--- src/sdm_pkg.sv ---
// Shared widths, constants, word types and the LLR round/saturate function of the soft demapper.
package sdm_pkg;

    // Symbol and LLR formats: I/Q in Q2.13, LLR in Q5.10
    localparam int IQ_W     = 16;
    localparam int LLR_W    = 16;
    localparam int IQ_FRAC  = IQ_W - 3;
    localparam int LLR_FRAC = LLR_W - 6;
    localparam int KFRAC    = 20;
    localparam int WFRAC    = IQ_FRAC + KFRAC;
    localparam int RND_SH   = WFRAC - LLR_FRAC;

    // Multiplier operand, coefficient and product widths
    localparam int OP_W = IQ_W + 2;
    localparam int K_W  = 23;
    localparam int W_W  = OP_W + K_W + 1;
    localparam int R_W  = W_W - RND_SH;
    localparam int CNT_W = 3;

    // Coefficients in Q.20
    localparam logic signed [K_W-1:0] K_INV_SQRT2 = K_W'(741455);
    localparam logic signed [K_W-1:0] K_SQRT2     = K_W'(1482910);
    localparam logic signed [K_W-1:0] K_SQRT10    = K_W'(3315888);
    localparam logic signed [K_W-1:0] K_SQRT10_3  = K_W'(1105296);
    localparam logic signed [K_W-1:0] K_ONE       = K_W'(64'sd1 <<< KFRAC);

    // Offsets at the product scale (WFRAC fraction bits)
    localparam logic signed [W_W-1:0] OFF_QAM16 = W_W'(64'sd2 <<< WFRAC);
    localparam logic signed [W_W-1:0] OFF_QAM64 = W_W'(64'sd647195 <<< IQ_FRAC);
    localparam logic signed [W_W-1:0] OFF_INNER = W_W'(64'sd323598 <<< IQ_FRAC);
    localparam logic signed [W_W-1:0] RND_HALF  = W_W'(64'sd1 <<< (RND_SH - 1));

    localparam logic signed [LLR_W-1:0] LLR_MAX = {1'b0, {(LLR_W-1){1'b1}}};
    localparam logic signed [LLR_W-1:0] LLR_MIN = {1'b1, {(LLR_W-1){1'b0}}};
    localparam logic signed [R_W-1:0]   R_HI    = R_W'(LLR_MAX);
    localparam logic signed [R_W-1:0]   R_LO    = R_W'(LLR_MIN);

    localparam logic [CNT_W-1:0] CNT_BPSK  = CNT_W'(1);
    localparam logic [CNT_W-1:0] CNT_QPSK  = CNT_W'(2);
    localparam logic [CNT_W-1:0] CNT_QAM16 = CNT_W'(4);
    localparam logic [CNT_W-1:0] CNT_QAM64 = CNT_W'(6);

    typedef enum logic [1:0] {
        MOD_BPSK  = 2'd0,
        MOD_QPSK  = 2'd1,
        MOD_QAM16 = 2'd2,
        MOD_QAM64 = 2'd3
    } mod_t;

    typedef struct packed {
        logic signed [IQ_W-1:0] re;
        logic signed [IQ_W-1:0] im;
        logic                   last;
        mod_t                   mode;
    } sym_t;

    // One axis ahead of the multipliers
    typedef struct packed {
        logic signed [OP_W-1:0] sop;
        logic signed [K_W-1:0]  ks;
        logic signed [OP_W-1:0] mag;
        logic signed [K_W-1:0]  ka;
        logic                   neg;
    } opl_t;

    typedef struct packed {
        opl_t [1:0] lane;
        logic       last;
        mod_t       mode;
    } opnd_t;

    typedef struct packed {
        logic signed [W_W-1:0] ps;
        logic signed [W_W-1:0] pa;
        logic                  neg;
    } prl_t;

    typedef struct packed {
        prl_t [1:0] lane;
        logic       last;
        mod_t       mode;
    } prod_t;

    typedef struct packed {
        logic signed [W_W-1:0] s;
        logic signed [W_W-1:0] a;
    } acl_t;

    typedef struct packed {
        acl_t [1:0] lane;
        logic       last;
        mod_t       mode;
    } acc_t;

    typedef struct packed {
        logic signed [W_W-1:0] s;
        logic signed [W_W-1:0] a;
        logic signed [W_W-1:0] b;
    } fnl_t;

    typedef struct packed {
        fnl_t [1:0] lane;
        logic       last;
        mod_t       mode;
    } fin_t;

    // Round half up to LLR_FRAC fraction bits, then clamp to the LLR range
    function automatic logic signed [LLR_W-1:0] to_llr(input logic signed [W_W-1:0] w);
        logic signed [W_W-1:0]   t;
        logic signed [R_W-1:0]   r;
        logic signed [LLR_W-1:0] res;
        t = w + RND_HALF;
        r = R_W'(t >>> RND_SH);
        if (r > R_HI) begin
            res = LLR_MAX;
        end else if (r < R_LO) begin
            res = LLR_MIN;
        end else begin
            res = LLR_W'(r);
        end
        return res;
    endfunction

endpackage

--- src/soft_demapper_bpsk_to_64qam.sv ---
// Top level of the max-log soft demapper for BPSK, QPSK, 16QAM and 64QAM.
//
// Usage:
//   Input channel: one equalized symbol per word (sym_re, sym_im in signed Q2.13,
//   plus last_in), taken at a rising edge where in_valid is high and in_stall low.
//   Output channel: one word of soft bits per symbol (llr_0..llr_5 in signed
//   Q5.10, saturated; llr_count = 1, 2, 4 or 6; last_out copies last_in), taken
//   where out_valid is high and out_stall low. LLRs past llr_count read zero.
//   Configuration: cfg_wr_en writes cfg_wr_data into the modulation register
//   (0 BPSK, 1 QPSK, 2 16QAM, 3 64QAM). Write it only while the pipe is empty.
// Timing:
//   Six register stages: input, operand prep, multiply, offset/slope select,
//   inner distance, round/saturate, in that order. Throughput is one word per
//   clock while out_stall is low; the one multiply per axis and product sits
//   alone in its own stage.
// Reset and stall:
//   Reset empties every stage and sets the modulation to QPSK. A stall from the
//   receiver holds the output word; each earlier stage keeps advancing into
//   empty slots ahead of it, so bubbles close up before in_stall is raised.
module soft_demapper_bpsk_to_64qam (
    input  logic                              clk,
    input  logic                              rst_n,
    input  logic                              cfg_wr_en,
    input  logic [1:0]                        cfg_wr_data,
    input  logic                              in_valid,
    output logic                              in_stall,
    input  logic signed [sdm_pkg::IQ_W-1:0]   sym_re,
    input  logic signed [sdm_pkg::IQ_W-1:0]   sym_im,
    input  logic                              last_in,
    output logic                              out_valid,
    input  logic                              out_stall,
    output logic signed [sdm_pkg::LLR_W-1:0]  llr_0,
    output logic signed [sdm_pkg::LLR_W-1:0]  llr_1,
    output logic signed [sdm_pkg::LLR_W-1:0]  llr_2,
    output logic signed [sdm_pkg::LLR_W-1:0]  llr_3,
    output logic signed [sdm_pkg::LLR_W-1:0]  llr_4,
    output logic signed [sdm_pkg::LLR_W-1:0]  llr_5,
    output logic [sdm_pkg::CNT_W-1:0]         llr_count,
    output logic                              last_out
);

    sdm_pkg::mod_t   mode_reg;

    logic            opnd_valid;
    logic            opnd_stall;
    sdm_pkg::opnd_t  opnd;
    logic            prod_valid;
    logic            prod_stall;
    sdm_pkg::prod_t  prod;
    logic            fin_valid;
    logic            fin_stall;
    sdm_pkg::fin_t   fin;

    // Modulation register; the mode travels with each word from the input stage on
    always_ff @(posedge clk or negedge rst_n)
    begin
        if (!rst_n) begin
            mode_reg <= sdm_pkg::MOD_QPSK;
        end else if (cfg_wr_en) begin
            mode_reg <= sdm_pkg::mod_t'(cfg_wr_data);
        end
    end

    // Capture the symbol, then form negated, magnitude and sum operands
    sdm_prep u_prep (
        .clk        (clk),
        .rst_n      (rst_n),
        .in_valid   (in_valid),
        .in_stall   (in_stall),
        .sym_re     (sym_re),
        .sym_im     (sym_im),
        .last_in    (last_in),
        .mode       (mode_reg),
        .opnd_valid (opnd_valid),
        .opnd       (opnd),
        .opnd_stall (opnd_stall)
    );

    // Scale by the modulation's coefficients
    sdm_mult u_mult (
        .clk        (clk),
        .rst_n      (rst_n),
        .opnd_valid (opnd_valid),
        .opnd       (opnd),
        .opnd_stall (opnd_stall),
        .prod_valid (prod_valid),
        .prod       (prod),
        .prod_stall (prod_stall)
    );

    // Amplitude offset, 16QAM slope choice, then the 64QAM inner distance
    sdm_post u_post (
        .clk        (clk),
        .rst_n      (rst_n),
        .prod_valid (prod_valid),
        .prod       (prod),
        .prod_stall (prod_stall),
        .fin_valid  (fin_valid),
        .fin        (fin),
        .fin_stall  (fin_stall)
    );

    // Round to Q5.10, clamp, zero unused soft bits and hold the output word
    sdm_round u_round (
        .clk       (clk),
        .rst_n     (rst_n),
        .fin_valid (fin_valid),
        .fin       (fin),
        .fin_stall (fin_stall),
        .out_valid (out_valid),
        .out_stall (out_stall),
        .llr_0     (llr_0),
        .llr_1     (llr_1),
        .llr_2     (llr_2),
        .llr_3     (llr_3),
        .llr_4     (llr_4),
        .llr_5     (llr_5),
        .llr_count (llr_count),
        .last_out  (last_out)
    );

endmodule

--- src/sdm_prep.sv ---
// Input register and operand preparation stage of the soft demapper.
module sdm_prep (
    input  logic                              clk,
    input  logic                              rst_n,
    input  logic                              in_valid,
    output logic                              in_stall,
    input  logic signed [sdm_pkg::IQ_W-1:0]   sym_re,
    input  logic signed [sdm_pkg::IQ_W-1:0]   sym_im,
    input  logic                              last_in,
    input  sdm_pkg::mod_t                     mode,
    output logic                              opnd_valid,
    output sdm_pkg::opnd_t                    opnd,
    input  logic                              opnd_stall
);

    logic            s1_v_reg;
    sdm_pkg::sym_t   s1_reg;
    logic            s1_stall;
    logic            s2_v_reg;
    sdm_pkg::opnd_t  s2_reg;
    sdm_pkg::opnd_t  s2_next;
    logic            s2_stall;

    assign s2_stall = s2_v_reg & opnd_stall;
    assign s1_stall = s1_v_reg & s2_stall;
    assign in_stall = s1_stall;

    always_comb
    begin
        logic signed [sdm_pkg::OP_W-1:0] y [2];
        logic signed [sdm_pkg::OP_W-1:0] sum_n;
        y[0]  = sdm_pkg::OP_W'($signed(s1_reg.re));
        y[1]  = sdm_pkg::OP_W'($signed(s1_reg.im));
        sum_n = -(y[0] + y[1]);
        s2_next.last = s1_reg.last;
        s2_next.mode = s1_reg.mode;
        for (int k = 0; k < 2; k++) begin
            s2_next.lane[k].neg = y[k][sdm_pkg::OP_W-1];
            s2_next.lane[k].mag = y[k][sdm_pkg::OP_W-1] ? -y[k] : y[k];
            s2_next.lane[k].sop = -y[k];
            unique case (s1_reg.mode)
                sdm_pkg::MOD_BPSK:
                begin
                    // single LLR from the sum of both axes
                    s2_next.lane[k].sop = (k == 0) ? sum_n : '0;
                    s2_next.lane[k].ks  = sdm_pkg::K_INV_SQRT2;
                    s2_next.lane[k].ka  = '0;
                end
                sdm_pkg::MOD_QPSK:
                begin
                    s2_next.lane[k].ks = sdm_pkg::K_SQRT2;
                    s2_next.lane[k].ka = '0;
                end
                sdm_pkg::MOD_QAM16:
                begin
                    s2_next.lane[k].ks = sdm_pkg::K_SQRT10_3;
                    s2_next.lane[k].ka = sdm_pkg::K_SQRT10;
                end
                default:
                begin
                    s2_next.lane[k].ks = sdm_pkg::K_ONE;
                    s2_next.lane[k].ka = sdm_pkg::K_ONE;
                end
            endcase
        end
    end

    always_ff @(posedge clk or negedge rst_n)
    begin
        if (!rst_n) begin
            s1_v_reg <= 1'b0;
            s2_v_reg <= 1'b0;
        end else begin
            if (!s1_stall) begin
                s1_v_reg <= in_valid;
            end
            if (!s2_stall) begin
                s2_v_reg <= s1_v_reg;
            end
        end
    end

    always_ff @(posedge clk)
    begin
        if (!s1_stall) begin
            s1_reg.re   <= sym_re;
            s1_reg.im   <= sym_im;
            s1_reg.last <= last_in;
            s1_reg.mode <= mode;
        end
        if (!s2_stall) begin
            s2_reg <= s2_next;
        end
    end

    assign opnd_valid = s2_v_reg;
    assign opnd       = s2_reg;

endmodule

--- src/sdm_mult.sv ---
// Multiplier stage: sign and amplitude products for both axes.
module sdm_mult (
    input  logic            clk,
    input  logic            rst_n,
    input  logic            opnd_valid,
    input  sdm_pkg::opnd_t  opnd,
    output logic            opnd_stall,
    output logic            prod_valid,
    output sdm_pkg::prod_t  prod,
    input  logic            prod_stall
);

    logic            v_reg;
    sdm_pkg::prod_t  p_reg;
    sdm_pkg::prod_t  p_next;
    logic            stall;

    assign stall      = v_reg & prod_stall;
    assign opnd_stall = stall;

    always_comb
    begin
        p_next.last = opnd.last;
        p_next.mode = opnd.mode;
        for (int k = 0; k < 2; k++) begin
            p_next.lane[k].ps  = sdm_pkg::W_W'($signed(opnd.lane[k].sop)
                                 * $signed(opnd.lane[k].ks));
            p_next.lane[k].pa  = sdm_pkg::W_W'($signed(opnd.lane[k].mag)
                                 * $signed(opnd.lane[k].ka));
            p_next.lane[k].neg = opnd.lane[k].neg;
        end
    end

    always_ff @(posedge clk or negedge rst_n)
    begin
        if (!rst_n) begin
            v_reg <= 1'b0;
        end else if (!stall) begin
            v_reg <= opnd_valid;
        end
    end

    always_ff @(posedge clk)
    begin
        if (!stall) begin
            p_reg <= p_next;
        end
    end

    assign prod_valid = v_reg;
    assign prod       = p_reg;

endmodule

--- src/sdm_post.sv ---
// Offset, slope select and inner-distance stages of the soft demapper.
module sdm_post (
    input  logic            clk,
    input  logic            rst_n,
    input  logic            prod_valid,
    input  sdm_pkg::prod_t  prod,
    output logic            prod_stall,
    output logic            fin_valid,
    output sdm_pkg::fin_t   fin,
    input  logic            fin_stall
);

    logic            s4_v_reg;
    sdm_pkg::acc_t   s4_reg;
    sdm_pkg::acc_t   s4_next;
    logic            s4_stall;
    logic            s5_v_reg;
    sdm_pkg::fin_t   s5_reg;
    sdm_pkg::fin_t   s5_next;
    logic            s5_stall;

    assign s5_stall   = s5_v_reg & fin_stall;
    assign s4_stall   = s4_v_reg & s5_stall;
    assign prod_stall = s4_stall;

    // Subtract the amplitude offset; pick the 16QAM sign slope on the exact product
    always_comb
    begin
        logic signed [sdm_pkg::W_W-1:0] off;
        logic                           outer;
        off = (prod.mode == sdm_pkg::MOD_QAM64) ? sdm_pkg::OFF_QAM64 : sdm_pkg::OFF_QAM16;
        s4_next.last = prod.last;
        s4_next.mode = prod.mode;
        for (int k = 0; k < 2; k++) begin
            outer = prod.lane[k].pa > off;
            s4_next.lane[k].a = prod.lane[k].pa - off;
            if (prod.mode == sdm_pkg::MOD_QAM16 && !outer) begin
                s4_next.lane[k].s = prod.lane[k].neg ? prod.lane[k].pa : -prod.lane[k].pa;
            end else begin
                s4_next.lane[k].s = prod.lane[k].ps;
            end
        end
    end

    // Inner distance |a| - 2/sqrt42; for negative a this is ~a - (off - 1)
    always_comb
    begin
        s5_next.last = s4_reg.last;
        s5_next.mode = s4_reg.mode;
        for (int k = 0; k < 2; k++) begin
            s5_next.lane[k].s = s4_reg.lane[k].s;
            s5_next.lane[k].a = s4_reg.lane[k].a;
            if (s4_reg.lane[k].a[sdm_pkg::W_W-1]) begin
                s5_next.lane[k].b = (~s4_reg.lane[k].a)
                                    - (sdm_pkg::OFF_INNER - sdm_pkg::W_W'(1));
            end else begin
                s5_next.lane[k].b = s4_reg.lane[k].a - sdm_pkg::OFF_INNER;
            end
        end
    end

    always_ff @(posedge clk or negedge rst_n)
    begin
        if (!rst_n) begin
            s4_v_reg <= 1'b0;
            s5_v_reg <= 1'b0;
        end else begin
            if (!s4_stall) begin
                s4_v_reg <= prod_valid;
            end
            if (!s5_stall) begin
                s5_v_reg <= s4_v_reg;
            end
        end
    end

    always_ff @(posedge clk)
    begin
        if (!s4_stall) begin
            s4_reg <= s4_next;
        end
        if (!s5_stall) begin
            s5_reg <= s5_next;
        end
    end

    assign fin_valid = s5_v_reg;
    assign fin       = s5_reg;

endmodule

--- src/sdm_round.sv ---
// Round, saturate and output register stage of the soft demapper.
module sdm_round (
    input  logic                              clk,
    input  logic                              rst_n,
    input  logic                              fin_valid,
    input  sdm_pkg::fin_t                     fin,
    output logic                              fin_stall,
    output logic                              out_valid,
    input  logic                              out_stall,
    output logic signed [sdm_pkg::LLR_W-1:0]  llr_0,
    output logic signed [sdm_pkg::LLR_W-1:0]  llr_1,
    output logic signed [sdm_pkg::LLR_W-1:0]  llr_2,
    output logic signed [sdm_pkg::LLR_W-1:0]  llr_3,
    output logic signed [sdm_pkg::LLR_W-1:0]  llr_4,
    output logic signed [sdm_pkg::LLR_W-1:0]  llr_5,
    output logic [sdm_pkg::CNT_W-1:0]         llr_count,
    output logic                              last_out
);

    logic                              v_reg;
    logic                              stall;
    logic signed [sdm_pkg::LLR_W-1:0]  llr_reg  [6];
    logic signed [sdm_pkg::LLR_W-1:0]  llr_next [6];
    logic [sdm_pkg::CNT_W-1:0]         cnt_reg;
    logic [sdm_pkg::CNT_W-1:0]         cnt_next;
    logic                              last_reg;

    assign stall     = v_reg & out_stall;
    assign fin_stall = stall;

    always_comb
    begin
        for (int i = 0; i < 6; i++) begin
            llr_next[i] = '0;
        end
        unique case (fin.mode)
            sdm_pkg::MOD_BPSK:
            begin
                llr_next[0] = sdm_pkg::to_llr(fin.lane[0].s);
                cnt_next    = sdm_pkg::CNT_BPSK;
            end
            sdm_pkg::MOD_QPSK:
            begin
                llr_next[0] = sdm_pkg::to_llr(fin.lane[0].s);
                llr_next[1] = sdm_pkg::to_llr(fin.lane[1].s);
                cnt_next    = sdm_pkg::CNT_QPSK;
            end
            sdm_pkg::MOD_QAM16:
            begin
                llr_next[0] = sdm_pkg::to_llr(fin.lane[0].s);
                llr_next[1] = sdm_pkg::to_llr(fin.lane[1].s);
                llr_next[2] = sdm_pkg::to_llr(fin.lane[0].a);
                llr_next[3] = sdm_pkg::to_llr(fin.lane[1].a);
                cnt_next    = sdm_pkg::CNT_QAM16;
            end
            default:
            begin
                llr_next[0] = sdm_pkg::to_llr(fin.lane[0].s);
                llr_next[1] = sdm_pkg::to_llr(fin.lane[1].s);
                llr_next[2] = sdm_pkg::to_llr(fin.lane[0].a);
                llr_next[3] = sdm_pkg::to_llr(fin.lane[1].a);
                llr_next[4] = sdm_pkg::to_llr(fin.lane[0].b);
                llr_next[5] = sdm_pkg::to_llr(fin.lane[1].b);
                cnt_next    = sdm_pkg::CNT_QAM64;
            end
        endcase
    end

    always_ff @(posedge clk or negedge rst_n)
    begin
        if (!rst_n) begin
            v_reg <= 1'b0;
        end else if (!stall) begin
            v_reg <= fin_valid;
        end
    end

    always_ff @(posedge clk)
    begin
        if (!stall) begin
            for (int i = 0; i < 6; i++) begin
                llr_reg[i] <= llr_next[i];
            end
            cnt_reg  <= cnt_next;
            last_reg <= fin.last;
        end
    end

    assign out_valid = v_reg;
    assign llr_0     = llr_reg[0];
    assign llr_1     = llr_reg[1];
    assign llr_2     = llr_reg[2];
    assign llr_3     = llr_reg[3];
    assign llr_4     = llr_reg[4];
    assign llr_5     = llr_reg[5];
    assign llr_count = cnt_reg;
    assign last_out  = last_reg;

endmodule

--- config.mk ---
export PLATFORM = sky130hd
export DESIGN_NAME = soft_demapper_bpsk_to_64qam
export DESIGN_NICKNAME = d
export VERILOG_FILES = /design/src/sdm_pkg.sv /design/src/soft_demapper_bpsk_to_64qam.sv /design/src/sdm_prep.sv /design/src/sdm_mult.sv /design/src/sdm_post.sv /design/src/sdm_round.sv
export SDC_FILE = /design/constraint.sdc
export NUM_CORES = 2
export LEC_CHECK = 0
export ABC_AREA = 0
export BUFFER_PORTS_ARGS = -buffer_cell sky130_fd_sc_hd__buf_2
export CORE_MARGIN = 2
export CORE_UTILIZATION = 50
export CTS_CLUSTER_DIAMETER = 120
export DETAILED_ROUTE_END_ITERATION = 10
export GPL_TIMING_DRIVEN = 0
export HOLD_SLACK_MARGIN = 0.1
export MAX_ROUTING_LAYER = met4
export PLACE_DENSITY = 0.74
export RECOVER_POWER = 25
export SLEW_MARGIN = 20
export SYNTH_ARGS = -nofsm -noshare
export SYNTH_HDL_FRONTEND = slang
export SYNTH_SLANG_ARGS = --single-unit
--- constraint.sdc ---
create_clock -name clk -period 15.2 [get_ports clk]
set_input_delay 2.28 -clock clk [delete_from_list [all_inputs] [get_ports clk]]
set_output_delay 2.28 -clock clk [all_outputs]
set_load 0.005 [all_outputs]
==> results.yml <==
setup_path:
  cp_max_fo: 10
  r2r-start: "u_prep.opnd[139]"
  start_kind: "register"
  worstSetupPathType: "register to register"
  arrival_ns: 10.13
  reg2reg_slack_ns: 5.49
  crit_end: "u_mult.prod[86]"
  crit_chain: "clkbuf_1, clkbuf_1, clkbuf_1, nand2_1, fa_1, inv_1, fa_1, fa_1, fa_1, fa_1, inv_1, fa_1, inv_1, ha_1, a2111oi_0, o21ai_0, a221oi_1, o21bai_1, a221oi_1, o21ai_0, o41ai_1, nor2_1, a211oi_1"
  cp_num_buf_inv: 6
  cp.depth: 23
  crit_start: "u_prep.opnd[139]"
  end_kind: "register"
  slowest_delay_ns: 0.86
  cp_top_family: "adder cells"
  crit-reg2reg-capture: "u_mult.prod[86]"
  cp_slowest_cell: "clkbuf_1"
  crit_required_ns: 15.62
  reg2regPathDepth: 23
  crit_path_frequent_cell: "fa_1"
clocking:
  numCtsBuffers: 66
  insertion_delay_ns: 0.67
  post_cts_buffers: 0
  cts_max_path_buffers: 3
  clockRootBuffer: "clkbuf_16"
  clk_pin_slew_ns: 0.06
  cts_tree: "yes"
  cts_max_level: 3
  postCtsHoldBufs: 0
  clock-sinks: 585
  cts_resized: 0
place:
  place.gp.congestion: 1.01
  placed_cell_area_um2: 64200
  dp_hpwl_um: 124000
  io_buffers: 141
sta:
  finClkSkew_ns: 0.0279
  fin_setup_tns_ns: 0
  worst_slew_pin_slew_ns: 3.12
  rsz0062_at_grt: "false"
  finalHoldViolCount: 0
  relSlewSlack_pct: -108
  finalMaxSlewViolations: 133
  finalSetupViolCount: 0
  max_freq_mhz: 103
  fin_crit_ns: 9.71
  final.period_utilization_pct: 63.9
global_routing:
  grt_pass1_wl_um: 237000
  grt_usage_pct: 25.0
  gr-total-overflow: 0
  antenna_found_initial: 0
  grt_pass1_vias: 43000
  grt_max_degree: 88
synthesis:
  synthCells: 5816
  ys_seq_area_share_pct: 28.7
  synthFlopType: "edfxtp_1"
  synth_seq_cells: 585
  synth_cell_type_count: 83
  synth-edff-count: 577
  syn_area_um2: 61200
  avgSynthCellArea_um2: 10.5
  yosys_warnings: 0
  synth_async_sr_flop_share_pct: 1.37
floorplan:
  fp.coreArea_um2: 122000
  io_pins: 142
  die-area_um2: 125000
  num_rows: 128
  die_x_um: 354
  initial_core_util_pct: 50.3
  dieHeight_um: 354
routing:
  wirelength_um: 147000
  drc: 0
  dr.pass1.iters: 8
  antenna_left: 0
  vias_per_cell: 5.33
  routedWlPerCell_um: 19.1
  drtIter0Drc: 3028
  via_count: 41200
layout:
  num-fill-cells: 10400
  multiInputGateArea_um2: 38300
  largest_register_ffs: 123
  final_common_cell: "inv_1"
  final_cell_area_um2: 66300
  layout-drive-gt1-share_pct: 4.91
  syn_to_final_growth_pct: 8.34
  final_cell_mix: "1303 x inv_1, 767 x ha_1, 743 x fa_1"
  regArea_um2: 17500
  fin_nets: 7590
status:
  outcome: "complete, but fails checks"
  violations: "max-capacitance violations, max-slew violations"
run:
  maxCapViolations: 3
worst_hold_path:
  hold_path_class: "register to register"
-- Yosys cell counts (43+ instances only) --
cell,number,area share [%]
fa_1,743,24
and3_1,43,0.44
a21o_1,72,0.88
xnor2_1,225,3.2
and2_1,170,1.7
clkbuf_1,96,0.59
nor2_1,273,1.7
nor3_1,74,0.61
a21oi_1,175,1.4
o21ai_0,207,1.7
nand3_1,93,0.76
xor2_1,143,2.0
nand2_1,351,2.2
inv_1,1305,8.0
ha_1,767,16
edfxtp_1,577,28
-- logic make-up (layout without fill, tap and decap cells) --
family,after synthesis,in the layout,synth area share (%)
adder cells (fa/ha/maj),1510,1510,40.0
buffers and inverters,1412,1678,8.69
AND/OR/NAND/NOR,1244,1244,10.1
AO/OA/AOI/OAI,686,686,7.08
flip-flops,585,585,28.7
XOR/XNOR,368,368,5.27
multiplexers,9,9,0.153
other,2,11,0.0123
-- area by class of cell --
| type | instances | share of cell area [%] |
|---|---|---|
| multi-input combinational | 3827 | 57.9 |
| sequential | 585 | 26.5 |
| inverter | 1307 | 7.41 |
| tap | 1625 | 3.07 |
| clock buffer | 78 | 2.61 |
| timing repair buffer | 148 | 1.31 |
| clock inverter | 40 | 0.665 |
| buffer | 105 | 0.606 |
| antenna | 1 | 0.00378 |
-- through the flow --
stage / worst slack (ns) / hold slack (ns) / utilization, % / std cells
after CTS: 5.50 / 0.414 / 54.6 / 7715
after detailed placement: 5.52 / 0.405 / 52.8 / 7597
after floorplan: 8.03 / 0.400 / - / 5824
after global routing: 4.90 / 0.427 / 54.5 / 7715
final: 5.49 / 0.407 / 54.5 / 7716
after global placement: 5.61 / 0.402 / 52.6 / 7590
-- worst min-delay path by stage --
stage	startpoint	endpoint	slack [ns]	cells past startpoint
detailed placement	u_post.s4_reg[74]	u_post.fin[116]	0.40	0
floorplan	u_prep.opnd[0]	u_mult.prod[0]	0.40	0
finish	u_post.fin[2]	u_round.last_out	0.41	0
global placement	u_post.s4_reg[68]	u_post.fin[110]	0.40	0
CTS	u_post.s4_reg[1]	u_post.fin[1]	0.41	0
global route	u_post.s4_reg[167]	u_post.fin[251]	0.43	0
-- per-layer routing --
| layer | global-route usage [%] | wire length, um | vias up |
|---|---|---|---|
| met1 | 33.2 | 64300 | 20100 |
| met2 | 38.6 | 66700 | 1382 |
| met4 | 9.67 | 6540 | 0 |
| met3 | 4.14 | 9830 | 315 |
| met5 | - | 0 | - |
| li1 | - | - | 19400 |
Power is not shown: default switching activity piles up to over one toggle a cycle in this logic, so the estimate is an artifact.
